`src/hw/rtl/gab_pkg.sv`:
```
// Shared types, constants and lookup tables for the glyph alpha blender.
// No dependencies; every other file of the block imports this package.
package gab_pkg;

    typedef enum logic [2:0] {
        REG_GLYPH_COLOR   = 3'd0,
        REG_HIGHLIGHT_ON  = 3'd1,
        REG_CENTER_X      = 3'd2,
        REG_CENTER_Y      = 3'd3,
        REG_GLYPH_SIZE    = 3'd4,
        REG_SCREEN_WIDTH  = 3'd5,
        REG_SCREEN_HEIGHT = 3'd6
    } cfg_reg_t;

    typedef logic [7:0] chan8_t;
    typedef chan8_t exp5_lut_t [32];
    typedef chan8_t exp6_lut_t [64];

    // Channel expansion c*255/31 and c*255/63, truncated, built at elaboration.
    function automatic exp5_lut_t build_exp5();
        exp5_lut_t t;
        for (int i = 0; i < 32; i++) begin
            t[i] = 8'(i * 255 / 31);
        end
        return t;
    endfunction

    function automatic exp6_lut_t build_exp6();
        exp6_lut_t t;
        for (int i = 0; i < 64; i++) begin
            t[i] = 8'(i * 255 / 63);
        end
        return t;
    endfunction

    localparam exp5_lut_t EXP5 = build_exp5();
    localparam exp6_lut_t EXP6 = build_exp6();

    // Halo applies only for coverage strictly above this value.
    localparam logic [7:0] HALO_MIN = 8'd32;
    // Halo blend denominator and its reciprocal: floor(x*RECIP/2^28) == x/1275
    // for every sum the halo blend can produce.
    localparam logic [10:0] HALO_DEN    = 11'd1275;
    localparam logic [17:0] RECIP_1275  = 18'd210538;
    localparam int          RecipShift  = 28;

    typedef struct packed {
        logic        keep;
        logic [10:0] px;
        logic [10:0] py;
    } place_t;

    function automatic logic [15:0] pack565(input chan8_t r, input chan8_t g, input chan8_t b);
        return {r[7:3], g[7:2], b[7:3]};
    endfunction

endpackage

```
`src/hw/rtl/gab_place.sv`:
```
// Glyph pixel placement and screen clipping for the glyph alpha blender.
// Depends on gab_pkg for the place_t result struct.
module gab_place #(
    parameter int MAX_GLYPH_SIZE = 64,
    parameter int SCREEN_LIMIT   = 2048
) (
    input  logic [11:0]     center_x,
    input  logic [11:0]     center_y,
    input  logic [6:0]      glyph_size,
    input  logic [11:0]     screen_width,
    input  logic [11:0]     screen_height,
    input  logic [7:0]      coverage,
    input  logic [5:0]      col_offset,
    input  logic [5:0]      row_offset,
    output gab_pkg::place_t place
);
    import gab_pkg::*;

    logic [6:0]         size_sat;
    logic [11:0]        sw_sat;
    logic [11:0]        sh_sat;
    logic signed [13:0] px_full;
    logic signed [13:0] py_full;
    logic               in_glyph;
    logic               on_screen;

    always_comb begin
        size_sat = (int'(glyph_size) > MAX_GLYPH_SIZE) ? 7'(MAX_GLYPH_SIZE) : glyph_size;
        sw_sat   = (int'(screen_width) > SCREEN_LIMIT) ? 12'(SCREEN_LIMIT) : screen_width;
        sh_sat   = (int'(screen_height) > SCREEN_LIMIT) ? 12'(SCREEN_LIMIT) : screen_height;

        // Top-left corner sits half a glyph (rounded down) before the center.
        px_full = $signed({{2{center_x[11]}}, center_x}) - $signed({8'b0, size_sat[6:1]})
                + $signed({8'b0, col_offset});
        py_full = $signed({{2{center_y[11]}}, center_y}) - $signed({8'b0, size_sat[6:1]})
                + $signed({8'b0, row_offset});

        in_glyph  = (coverage != 8'd0) && (size_sat != 7'd0)
                  && ({1'b0, col_offset} < size_sat) && ({1'b0, row_offset} < size_sat);
        on_screen = !px_full[13] && !py_full[13]
                  && (px_full[12:0] < {1'b0, sw_sat}) && (py_full[12:0] < {1'b0, sh_sat});

        place.keep = in_glyph && on_screen;
        place.px   = px_full[10:0];
        place.py   = py_full[10:0];
    end

endmodule

```
`src/hw/rtl/glyph_alpha_blend_rgb565.sv`:
```
// Top level of the glyph alpha blender: configuration registers and the blend pipeline.
// Depends on gab_pkg and on gab_place for pixel placement and clipping.
//
// Usage: each transaction on the s_ channel carries one glyph pixel (coverage, the
// background RGB565 pixel at its target position, and its column and row inside the
// glyph square). Each yields exactly one transaction on the m_ channel: a write enable,
// the screen position and the blended RGB565 value. When the write enable is low the
// position and value are zero. The cfg_ port writes one register per cycle in which
// cfg_we is high; it must only be used while no transaction is in flight.
// Throughput is one pixel per cycle while m_ready is high. Six register stages lie
// between acceptance and m_valid: placement and background expansion, glyph-over-
// background products, divide by 255 and repack, halo products, reciprocal multiply
// for the divide by 1275, and the output register.
// Reset clears every stage valid bit and loads the register defaults (white glyph,
// halo off, center 0,0, size 32, 240 by 240 screen).
// When the receiver holds m_ready low, stages behind the output keep filling until
// every stage holds a pixel; only then does s_ready drop. No pixel is lost or repeated.
module glyph_alpha_blend_rgb565 #(
    parameter int MAX_GLYPH_SIZE = 64,
    parameter int SCREEN_LIMIT   = 2048
) (
    input  logic        aclk,
    input  logic        aresetn,

    input  logic        cfg_we,
    input  logic [2:0]  cfg_addr,
    input  logic [15:0] cfg_wdata,

    input  logic        s_valid,
    output logic        s_ready,
    input  logic [7:0]  s_coverage,
    input  logic [15:0] s_background,
    input  logic [5:0]  s_col_offset,
    input  logic [5:0]  s_row_offset,

    output logic        m_valid,
    input  logic        m_ready,
    output logic        m_write_enable,
    output logic [10:0] m_pixel_x,
    output logic [10:0] m_pixel_y,
    output logic [15:0] m_pixel_value
);
    import gab_pkg::*;

    localparam int NumStages = 6;

    // ------------------------------------------------------------------
    // Configuration registers
    // ------------------------------------------------------------------
    logic [15:0] glyph_color_reg;
    logic        highlight_on_reg;
    logic [11:0] center_x_reg;
    logic [11:0] center_y_reg;
    logic [6:0]  glyph_size_reg;
    logic [11:0] screen_width_reg;
    logic [11:0] screen_height_reg;

    always_ff @(posedge aclk) begin
        if (!aresetn) begin
            glyph_color_reg   <= 16'hFFFF;
            highlight_on_reg  <= 1'b0;
            center_x_reg      <= 12'd0;
            center_y_reg      <= 12'd0;
            glyph_size_reg    <= 7'd32;
            screen_width_reg  <= 12'd240;
            screen_height_reg <= 12'd240;
        end else if (cfg_we) begin
            case (cfg_addr)
                REG_GLYPH_COLOR:   glyph_color_reg   <= cfg_wdata;
                REG_HIGHLIGHT_ON:  highlight_on_reg  <= cfg_wdata[0];
                REG_CENTER_X:      center_x_reg      <= cfg_wdata[11:0];
                REG_CENTER_Y:      center_y_reg      <= cfg_wdata[11:0];
                REG_GLYPH_SIZE:    glyph_size_reg    <= cfg_wdata[6:0];
                REG_SCREEN_WIDTH:  screen_width_reg  <= cfg_wdata[11:0];
                REG_SCREEN_HEIGHT: screen_height_reg <= cfg_wdata[11:0];
                default: ;
            endcase
        end
    end

    // Glyph and halo colors expanded to 8 bits per channel. These depend only on
    // configuration, which is stable while pixels are in flight.
    chan8_t glyph_r8, glyph_g8, glyph_b8;
    chan8_t halo_r8, halo_g8, halo_b8;

    always_comb begin
        glyph_r8 = EXP5[glyph_color_reg[15:11]];
        glyph_g8 = EXP6[glyph_color_reg[10:5]];
        glyph_b8 = EXP5[glyph_color_reg[4:0]];
        // Halving and repacking keeps the top bits of the halved channel, which is
        // the expanded channel shifted right once more; then it is expanded again.
        halo_r8  = EXP5[{1'b0, glyph_r8[7:4]}];
        halo_g8  = EXP6[{1'b0, glyph_g8[7:3]}];
        halo_b8  = EXP5[{1'b0, glyph_b8[7:4]}];
    end

    // ------------------------------------------------------------------
    // Pipeline control: a stage takes new data when it is empty or when the
    // stage after it takes its data.
    // ------------------------------------------------------------------
    logic [NumStages-1:0] vld_reg;
    logic [NumStages-1:0] vld_next;
    logic [NumStages-1:0] stg_rdy;

    always_comb begin
        stg_rdy[NumStages-1] = !vld_reg[NumStages-1] || m_ready;
        for (int k = NumStages - 2; k >= 0; k--) begin
            stg_rdy[k] = !vld_reg[k] || stg_rdy[k+1];
        end
        vld_next[0] = stg_rdy[0] ? s_valid : vld_reg[0];
        for (int k = 1; k < NumStages; k++) begin
            vld_next[k] = stg_rdy[k] ? vld_reg[k-1] : vld_reg[k];
        end
    end

    always_ff @(posedge aclk) begin
        if (!aresetn) begin
            vld_reg <= '0;
        end else begin
            vld_reg <= vld_next;
        end
    end

    assign s_ready = stg_rdy[0];

    // ------------------------------------------------------------------
    // Stage 1: placement, clipping, halo decision, background expansion
    // ------------------------------------------------------------------
    place_t place_next;

    gab_place #(
        .MAX_GLYPH_SIZE (MAX_GLYPH_SIZE),
        .SCREEN_LIMIT   (SCREEN_LIMIT)
    ) u_place (
        .center_x      (center_x_reg),
        .center_y      (center_y_reg),
        .glyph_size    (glyph_size_reg),
        .screen_width  (screen_width_reg),
        .screen_height (screen_height_reg),
        .coverage      (s_coverage),
        .col_offset    (s_col_offset),
        .row_offset    (s_row_offset),
        .place         (place_next)
    );

    place_t s1_place_reg;
    logic [7:0] s1_a_reg;
    logic       s1_halo_reg;
    chan8_t     s1_br_reg, s1_bg_reg, s1_bb_reg;

    always_ff @(posedge aclk) begin
        if (stg_rdy[0]) begin
            s1_place_reg <= place_next;
            s1_a_reg     <= s_coverage;
            s1_halo_reg  <= highlight_on_reg && (s_coverage > HALO_MIN);
            s1_br_reg    <= EXP5[s_background[15:11]];
            s1_bg_reg    <= EXP6[s_background[10:5]];
            s1_bb_reg    <= EXP5[s_background[4:0]];
        end
    end

    // ------------------------------------------------------------------
    // Stage 2: f*a + b*(255-a) per channel
    // ------------------------------------------------------------------
    logic [7:0]  inv_a;
    logic [15:0] sum_r_next, sum_g_next, sum_b_next;

    always_comb begin
        inv_a      = 8'd255 - s1_a_reg;
        sum_r_next = ({8'b0, glyph_r8} * {8'b0, s1_a_reg}) + ({8'b0, s1_br_reg} * {8'b0, inv_a});
        sum_g_next = ({8'b0, glyph_g8} * {8'b0, s1_a_reg}) + ({8'b0, s1_bg_reg} * {8'b0, inv_a});
        sum_b_next = ({8'b0, glyph_b8} * {8'b0, s1_a_reg}) + ({8'b0, s1_bb_reg} * {8'b0, inv_a});
    end

    place_t      s2_place_reg;
    logic [7:0]  s2_a_reg;
    logic        s2_halo_reg;
    logic [15:0] s2_sum_r_reg, s2_sum_g_reg, s2_sum_b_reg;

    always_ff @(posedge aclk) begin
        if (stg_rdy[1]) begin
            s2_place_reg <= s1_place_reg;
            s2_a_reg     <= s1_a_reg;
            s2_halo_reg  <= s1_halo_reg;
            s2_sum_r_reg <= sum_r_next;
            s2_sum_g_reg <= sum_g_next;
            s2_sum_b_reg <= sum_b_next;
        end
    end

    // ------------------------------------------------------------------
    // Stage 3: divide by 255, repack, expand again for the halo blend.
    // (x + (x >> 8) + 1) >> 8 equals x / 255 for every x up to 255*255, which
    // covers every sum the coverage blend can produce.
    // ------------------------------------------------------------------
    logic [16:0] div_r, div_g, div_b;
    chan8_t      q1_r, q1_g, q1_b;

    always_comb begin
        div_r = {1'b0, s2_sum_r_reg} + {9'b0, s2_sum_r_reg[15:8]} + 17'd1;
        div_g = {1'b0, s2_sum_g_reg} + {9'b0, s2_sum_g_reg[15:8]} + 17'd1;
        div_b = {1'b0, s2_sum_b_reg} + {9'b0, s2_sum_b_reg[15:8]} + 17'd1;
        q1_r  = div_r[15:8];
        q1_g  = div_g[15:8];
        q1_b  = div_b[15:8];
    end

    place_t      s3_place_reg;
    logic [7:0]  s3_a_reg;
    logic        s3_halo_reg;
    logic [15:0] s3_blend_reg;
    chan8_t      s3_or_reg, s3_og_reg, s3_ob_reg;

    always_ff @(posedge aclk) begin
        if (stg_rdy[2]) begin
            s3_place_reg <= s2_place_reg;
            s3_a_reg     <= s2_a_reg;
            s3_halo_reg  <= s2_halo_reg;
            s3_blend_reg <= pack565(q1_r, q1_g, q1_b);
            s3_or_reg    <= EXP5[q1_r[7:3]];
            s3_og_reg    <= EXP6[q1_g[7:2]];
            s3_ob_reg    <= EXP5[q1_b[7:3]];
        end
    end

    // ------------------------------------------------------------------
    // Stage 4: h*2a + o*(1275-2a) per channel
    // ------------------------------------------------------------------
    logic [8:0]  halo_w;
    logic [10:0] halo_winv;
    logic [18:0] hsum_r_next, hsum_g_next, hsum_b_next;

    always_comb begin
        halo_w      = {s3_a_reg, 1'b0};
        halo_winv   = HALO_DEN - {2'b0, halo_w};
        hsum_r_next = ({11'b0, halo_r8} * {10'b0, halo_w})
                    + ({11'b0, s3_or_reg} * {8'b0, halo_winv});
        hsum_g_next = ({11'b0, halo_g8} * {10'b0, halo_w})
                    + ({11'b0, s3_og_reg} * {8'b0, halo_winv});
        hsum_b_next = ({11'b0, halo_b8} * {10'b0, halo_w})
                    + ({11'b0, s3_ob_reg} * {8'b0, halo_winv});
    end

    place_t      s4_place_reg;
    logic        s4_halo_reg;
    logic [15:0] s4_blend_reg;
    logic [18:0] s4_hsum_r_reg, s4_hsum_g_reg, s4_hsum_b_reg;

    always_ff @(posedge aclk) begin
        if (stg_rdy[3]) begin
            s4_place_reg  <= s3_place_reg;
            s4_halo_reg   <= s3_halo_reg;
            s4_blend_reg  <= s3_blend_reg;
            s4_hsum_r_reg <= hsum_r_next;
            s4_hsum_g_reg <= hsum_g_next;
            s4_hsum_b_reg <= hsum_b_next;
        end
    end

    // ------------------------------------------------------------------
    // Stage 5: multiply by the reciprocal of 1275
    // ------------------------------------------------------------------
    logic [36:0] prod_r_next, prod_g_next, prod_b_next;

    always_comb begin
        prod_r_next = {18'b0, s4_hsum_r_reg} * {19'b0, RECIP_1275};
        prod_g_next = {18'b0, s4_hsum_g_reg} * {19'b0, RECIP_1275};
        prod_b_next = {18'b0, s4_hsum_b_reg} * {19'b0, RECIP_1275};
    end

    place_t      s5_place_reg;
    logic        s5_halo_reg;
    logic [15:0] s5_blend_reg;
    logic [36:0] s5_prod_r_reg, s5_prod_g_reg, s5_prod_b_reg;

    always_ff @(posedge aclk) begin
        if (stg_rdy[4]) begin
            s5_place_reg  <= s4_place_reg;
            s5_halo_reg   <= s4_halo_reg;
            s5_blend_reg  <= s4_blend_reg;
            s5_prod_r_reg <= prod_r_next;
            s5_prod_g_reg <= prod_g_next;
            s5_prod_b_reg <= prod_b_next;
        end
    end

    // ------------------------------------------------------------------
    // Stage 6: output register. A dropped pixel reports zero position and value.
    // ------------------------------------------------------------------
    logic [15:0] value_next;

    always_comb begin
        if (s5_halo_reg) begin
            value_next = pack565(s5_prod_r_reg[RecipShift +: 8], s5_prod_g_reg[RecipShift +: 8],
                                 s5_prod_b_reg[RecipShift +: 8]);
        end else begin
            value_next = s5_blend_reg;
        end
    end

    logic        out_we_reg;
    logic [10:0] out_x_reg;
    logic [10:0] out_y_reg;
    logic [15:0] out_value_reg;

    always_ff @(posedge aclk) begin
        if (stg_rdy[5]) begin
            out_we_reg    <= s5_place_reg.keep;
            out_x_reg     <= s5_place_reg.keep ? s5_place_reg.px : 11'd0;
            out_y_reg     <= s5_place_reg.keep ? s5_place_reg.py : 11'd0;
            out_value_reg <= s5_place_reg.keep ? value_next : 16'd0;
        end
    end

    assign m_valid        = vld_reg[NumStages-1];
    assign m_write_enable = out_we_reg;
    assign m_pixel_x      = out_x_reg;
    assign m_pixel_y      = out_y_reg;
    assign m_pixel_value  = out_value_reg;

    // ------------------------------------------------------------------
    // Assertions
    // ------------------------------------------------------------------
    // The input side only backs up once every stage holds a pixel.
    a_stall_only_when_full: assert property (@(posedge aclk) disable iff (!aresetn)
        !s_ready |-> (&vld_reg))
        else $error("s_ready low while a pipeline stage is empty");

    // A pixel with zero coverage is never marked for writing.
    a_zero_coverage_dropped: assert property (@(posedge aclk) disable iff (!aresetn)
        (vld_reg[0] && (s1_a_reg == 8'd0)) |-> !s1_place_reg.keep)
        else $error("zero coverage pixel marked for writing");

    // A dropped pixel reports zero position and value.
    a_drop_fields_zero: assert property (@(posedge aclk) disable iff (!aresetn)
        (m_valid && !m_write_enable) |->
            ((m_pixel_x == 11'd0) && (m_pixel_y == 11'd0) && (m_pixel_value == 16'd0)))
        else $error("dropped pixel carries nonzero fields");

endmodule

```
`config.mk`:
```
export PLATFORM = sky130hd
export DESIGN_NAME = glyph_alpha_blend_rgb565
export DESIGN_NICKNAME = d
export VERILOG_FILES = /design/src/hw/rtl/gab_pkg.sv /design/src/hw/rtl/gab_place.sv /design/src/hw/rtl/glyph_alpha_blend_rgb565.sv
export SDC_FILE = /design/constraint.sdc
export NUM_CORES = 2
export LEC_CHECK = 0
export ABC_AREA = 1
export BUFFER_PORTS_ARGS = -buffer_cell sky130_fd_sc_hd__buf_4
export CAP_MARGIN = 20
export CORE_MARGIN = 8
export CORE_UTILIZATION = 60
export DETAILED_ROUTE_END_ITERATION = 16
export PLACE_DENSITY = 0.85
export SLEW_MARGIN = 20
export SYNTH_ARGS = -nofsm -noshare
export SYNTH_HDL_FRONTEND = slang
export SYNTH_SLANG_ARGS = --single-unit
```
`constraint.sdc`:
```
create_clock -name aclk -period 9.8 [get_ports aclk]
set_input_delay 1.47 -clock aclk [delete_from_list [all_inputs] [get_ports aclk]]
set_output_delay 1.47 -clock aclk [all_outputs]
set_load 0.05 [all_outputs]
```
==> flow_metrics.py <==
metrics = {
    "logic_synthesis": {
        "post_synth.cell_area_avg_sq_um": 9.05,
        "netlist-cell-type-count": 48,
        "synth-async-reset-ratio_pct": 0,
        "syn-num-nets": 8999,
        "synth_largest_type_area_fraction_pct": 29.2,
        "syn_inst": 7046,
        "synth_enable_flop_cells": 384,
        "top_post_synthesis_cells_by_area": "sky130_fd_sc_hd__fa_1 (29%), sky130_fd_sc_hd__ha_1 (19%), sky130_fd_sc_hd__edfxtp_1 (18%)",
        "ys_dominant_reg_cell": "sky130_fd_sc_hd__edfxtp_1",
        "ys_seq_elements": 462,
        "synth-warning-count": 0,
        "yosysMostFrequentCell": "sky130_fd_sc_hd__inv_1",
        "synth_top_cells_by_count": "sky130_fd_sc_hd__inv_1 (1806), sky130_fd_sc_hd__nand2_1 (1132), sky130_fd_sc_hd__ha_1 (964)",
        "synth.cell_area_sq_mm": 0.0638,
        "synth_top_area_cell": "sky130_fd_sc_hd__fa_1",
        "synth-seq-area-share_pct": 20.5,
    },
    "worst_setup_path": {
        "worstPathRequired_ns": 10.27,
        "cp_max_fo": 22,
        "crit_end": "s4_hsum_r_reg[18]",
        "critPathSlowestCell": "sky130_fd_sc_hd__dfxtp_1",
        "critPathMostFrequentCell": "sky130_fd_sc_hd__fa_1",
        "regToRegSetupSlack_ns": 1.36,
        "regToRegEndpoint": "s4_hsum_r_reg[18]",
        "critical_path.max_stage_delay_ns": 0.81,
        "critPathArrivalTime_ns": 8.91,
        "worstRegToRegCells": 31,
        "crit-reg2reg-launch": "glyph_color_reg[13]",
        "worstSetupStartpointType": "flop",
        "critPathCaptureType": "flop",
        "path_class": "flop to flop",
        "worst_setup_path_startpoint": "glyph_color_reg[13]",
    },
    "floorplanning": {
        "die-area_sq_mm": 0.117,
        "placementRows": 119,
        "io_pins": 101,
        "die_w_um": 342,
        "initial_utilization_pct": 60.5,
        "floorplan_core_area_sq_mm": 0.105,
        "dieHeight_um": 342,
    },
    "final_layout": {
        "final_layout_size_suffix_gt1_share_pct": 3.26,
        "filler_cell_count": 7995,
        "postLayoutCoreUtil_pct": 64.3,
        "design.final.nets": 9036,
        "syn2layout_area_growth_pct": 6.23,
        "post_layout_nonfiller_instances": 8519,
    },
    "drt": {
        "number_of_antenna_violating_nets_in_the_routed_design": 0,
        "drt_pre_antenna_iters": 6,
        "vias": 47100,
        "drt_wl_total_um": 152000,
        "drt_iter0_drc": 3828,
        "remaining_drc_errors": 0,
        "wire_per_inst_um": 17.8,
        "via_per_inst": 5.53,
    },
    "timing": {
        "tightestPinTransition_ns": 1.08,
        "grt_setup_unrepaired": "false",
        "fin_crit_ns": 8.44,
        "postLayoutSetupSlackWorst_ns": 1.36,
        "final_tns_setup_ns": 0,
        "worst_slew_margin_relative_to_its_limit_pct": 27.8,
        "timing.final.max_slew_violations": 0,
        "post_route_skew_ns": 0.0358,
        "max_freq_ghz": 0.119,
        "final_hold_violations": 0,
        "layout_worst_path_cycle_share_pct": 86.1,
        "finalSetupViolations": 0,
    },
    "grt": {
        "grt_first_pass_wirelength_um": 250000,
        "overflow": 0,
        "vias_in_the_first_global_route": 50400,
        "initial_antenna_violation_count": 2,
        "grt_max_degree": 81,
        "grt_util_all_layers_pct": 26.2,
    },
    "clock_tree": {
        "htree_levels": 2,
        "cts_tree": "done",
        "postCtsSetupBuffers": 0,
        "clk_root_buffer_cell": "sky130_fd_sc_hd__clkbuf_16",
        "post_cts_resize_count": 0,
        "cts-buffers-inserted": 52,
        "clk_latency_ns": 0.65,
        "clock_path_buffers": 3,
        "clk_transition_reported_paths_ns": 0.06,
        "clock-sinks": 462,
        "number_of_buffers_added_to_fix_hold_violations_after_cts": 0,
    },
    "placed_design": {
        "gpl.final_weighted_congestion": 0.928,
        "count_of_input_and_output_buffers": 100,
        "dpl_worst_slack_ns": 1.45,
        "placed_cells_incl_taps": 8420,
        "dp_hpwl_um": 123000,
    },
    "run": {
        "cap_violations": 0,
    },
    "hold_path": {
        "hold-path-cell-count": 0,
        "min-delay-path-class": "flop to flop",
    },
    "status": {
        "outcome": "complete, no violations",
    },
}
==> cell type report <==
class	count	area (sq um)	area share, %
Multi-Input combinational cell	4633	43400	64.0
Sequential cell	462	13100	19.3
Inverter	1812	6810	10.0
Tap cell	1391	1740	2.57
Clock buffer	58	1320	1.95
Timing Repair Buffer	122	916	1.35
Clock inverter	40	513	0.757
Antenna cell	1	2.50	0.00369
==> layer usage <==
| layer | wire length, um | part of all wire [%] | up-vias | global-route usage (%) |
|---|---|---|---|---|
| met2 | 72900 | 48 | 1959 | 44.6 |
| met5 | 13 | 0.0086 | - | 0 |
| li1 | - | - | 21800 | - |
| met4 | 7880 | 5.2 | 2 | 12.2 |
| met1 | 60100 | 40 | 22900 | 32.8 |
| met3 | 11100 | 7.3 | 522 | 4.25 |
==> logic make-up after synthesis <==
| kind of cell | after synthesis | synth area share [%] |
|---|---|---|
| simple gates | 1979 | 12.4 |
| buf+inv | 1951 | 11.5 |
| fa+ha+maj | 1893 | 48.1 |
| compound gates | 586 | 5.11 |
| flops | 462 | 20.5 |
| xor+xnor | 175 | 2.40 |
==> worst max-delay path: cells and delay by family, from the launching register on <==
family	cells	cell delay, ns
compound gates	6	1.51
xor+xnor	2	0.46
fa+ha+maj	10	4.17
buf+inv	5	0.51
flops	1	0.81
simple gates	8	0.84
==> worst min-delay path by stage <==
stage | start | slack (ns) | endpoint
finish | s4_place_reg[18] | 0.41 | s5_place_reg[18]
global route | s4_blend_reg[5] | 0.42 | s5_blend_reg[5]
CTS | s4_place_reg[18] | 0.41 | s5_place_reg[18]
detailed placement | s1_place_reg[16] | 0.40 | s2_place_reg[16]
global placement | s3_place_reg[6] | 0.40 | s4_place_reg[6]
floorplan | s1_halo_reg | 0.40 | s2_halo_reg
==> stage by stage <==
step / hold slack [ns] / instance area (sq um)
6_report: 0.411 / 67800
5_1_grt: 0.423 / 67800
4_1_cts: 0.414 / 67800
3_5_place_dp: 0.405 / 65900
3_3_place_gp: 0.401 / 65900
2_1_floorplan: 0.400 / 63800
==> layout by cell type, fill, tap and decap left out, types with 8 or more instances in the layout <==
| master | n |
|---|---|
| sky130_fd_sc_hd__nor3_1 | 44 |
| sky130_fd_sc_hd__a211oi_1 | 10 |
| sky130_fd_sc_hd__clkinvlp_4 | 8 |
| sky130_fd_sc_hd__edfxtp_1 | 384 |
| sky130_fd_sc_hd__o2111ai_1 | 10 |
| sky130_fd_sc_hd__ha_1 | 964 |
| sky130_fd_sc_hd__dfxtp_1 | 78 |
| sky130_fd_sc_hd__nand2_1 | 1131 |
| sky130_fd_sc_hd__nor2_1 | 551 |
| sky130_fd_sc_hd__inv_1 | 1801 |
| sky130_fd_sc_hd__o211ai_1 | 20 |
| sky130_fd_sc_hd__o21ai_0 | 171 |
| sky130_fd_sc_hd__clkbuf_16 | 52 |
| sky130_fd_sc_hd__a21oi_1 | 284 |
| sky130_fd_sc_hd__xor2_1 | 113 |
| sky130_fd_sc_hd__nor4_1 | 11 |
| sky130_fd_sc_hd__buf_4 | 122 |
| sky130_fd_sc_hd__bufinv_16 | 8 |
| sky130_fd_sc_hd__o21bai_1 | 10 |
| sky130_fd_sc_hd__xnor2_1 | 62 |
| sky130_fd_sc_hd__fa_1 | 929 |
| sky130_fd_sc_hd__clkinv_1 | 11 |
| sky130_fd_sc_hd__nand3_1 | 175 |
| sky130_fd_sc_hd__a31oi_1 | 16 |
| sky130_fd_sc_hd__o21a_1 | 17 |
| sky130_fd_sc_hd__a21o_1 | 26 |
| sky130_fd_sc_hd__nand4_1 | 38 |
| sky130_fd_sc_hd__clkinv_4 | 8 |
Power is left out: the tool's default activity adds up to more than one toggle a clock period on the data nets, which glitch-free logic cannot reach.
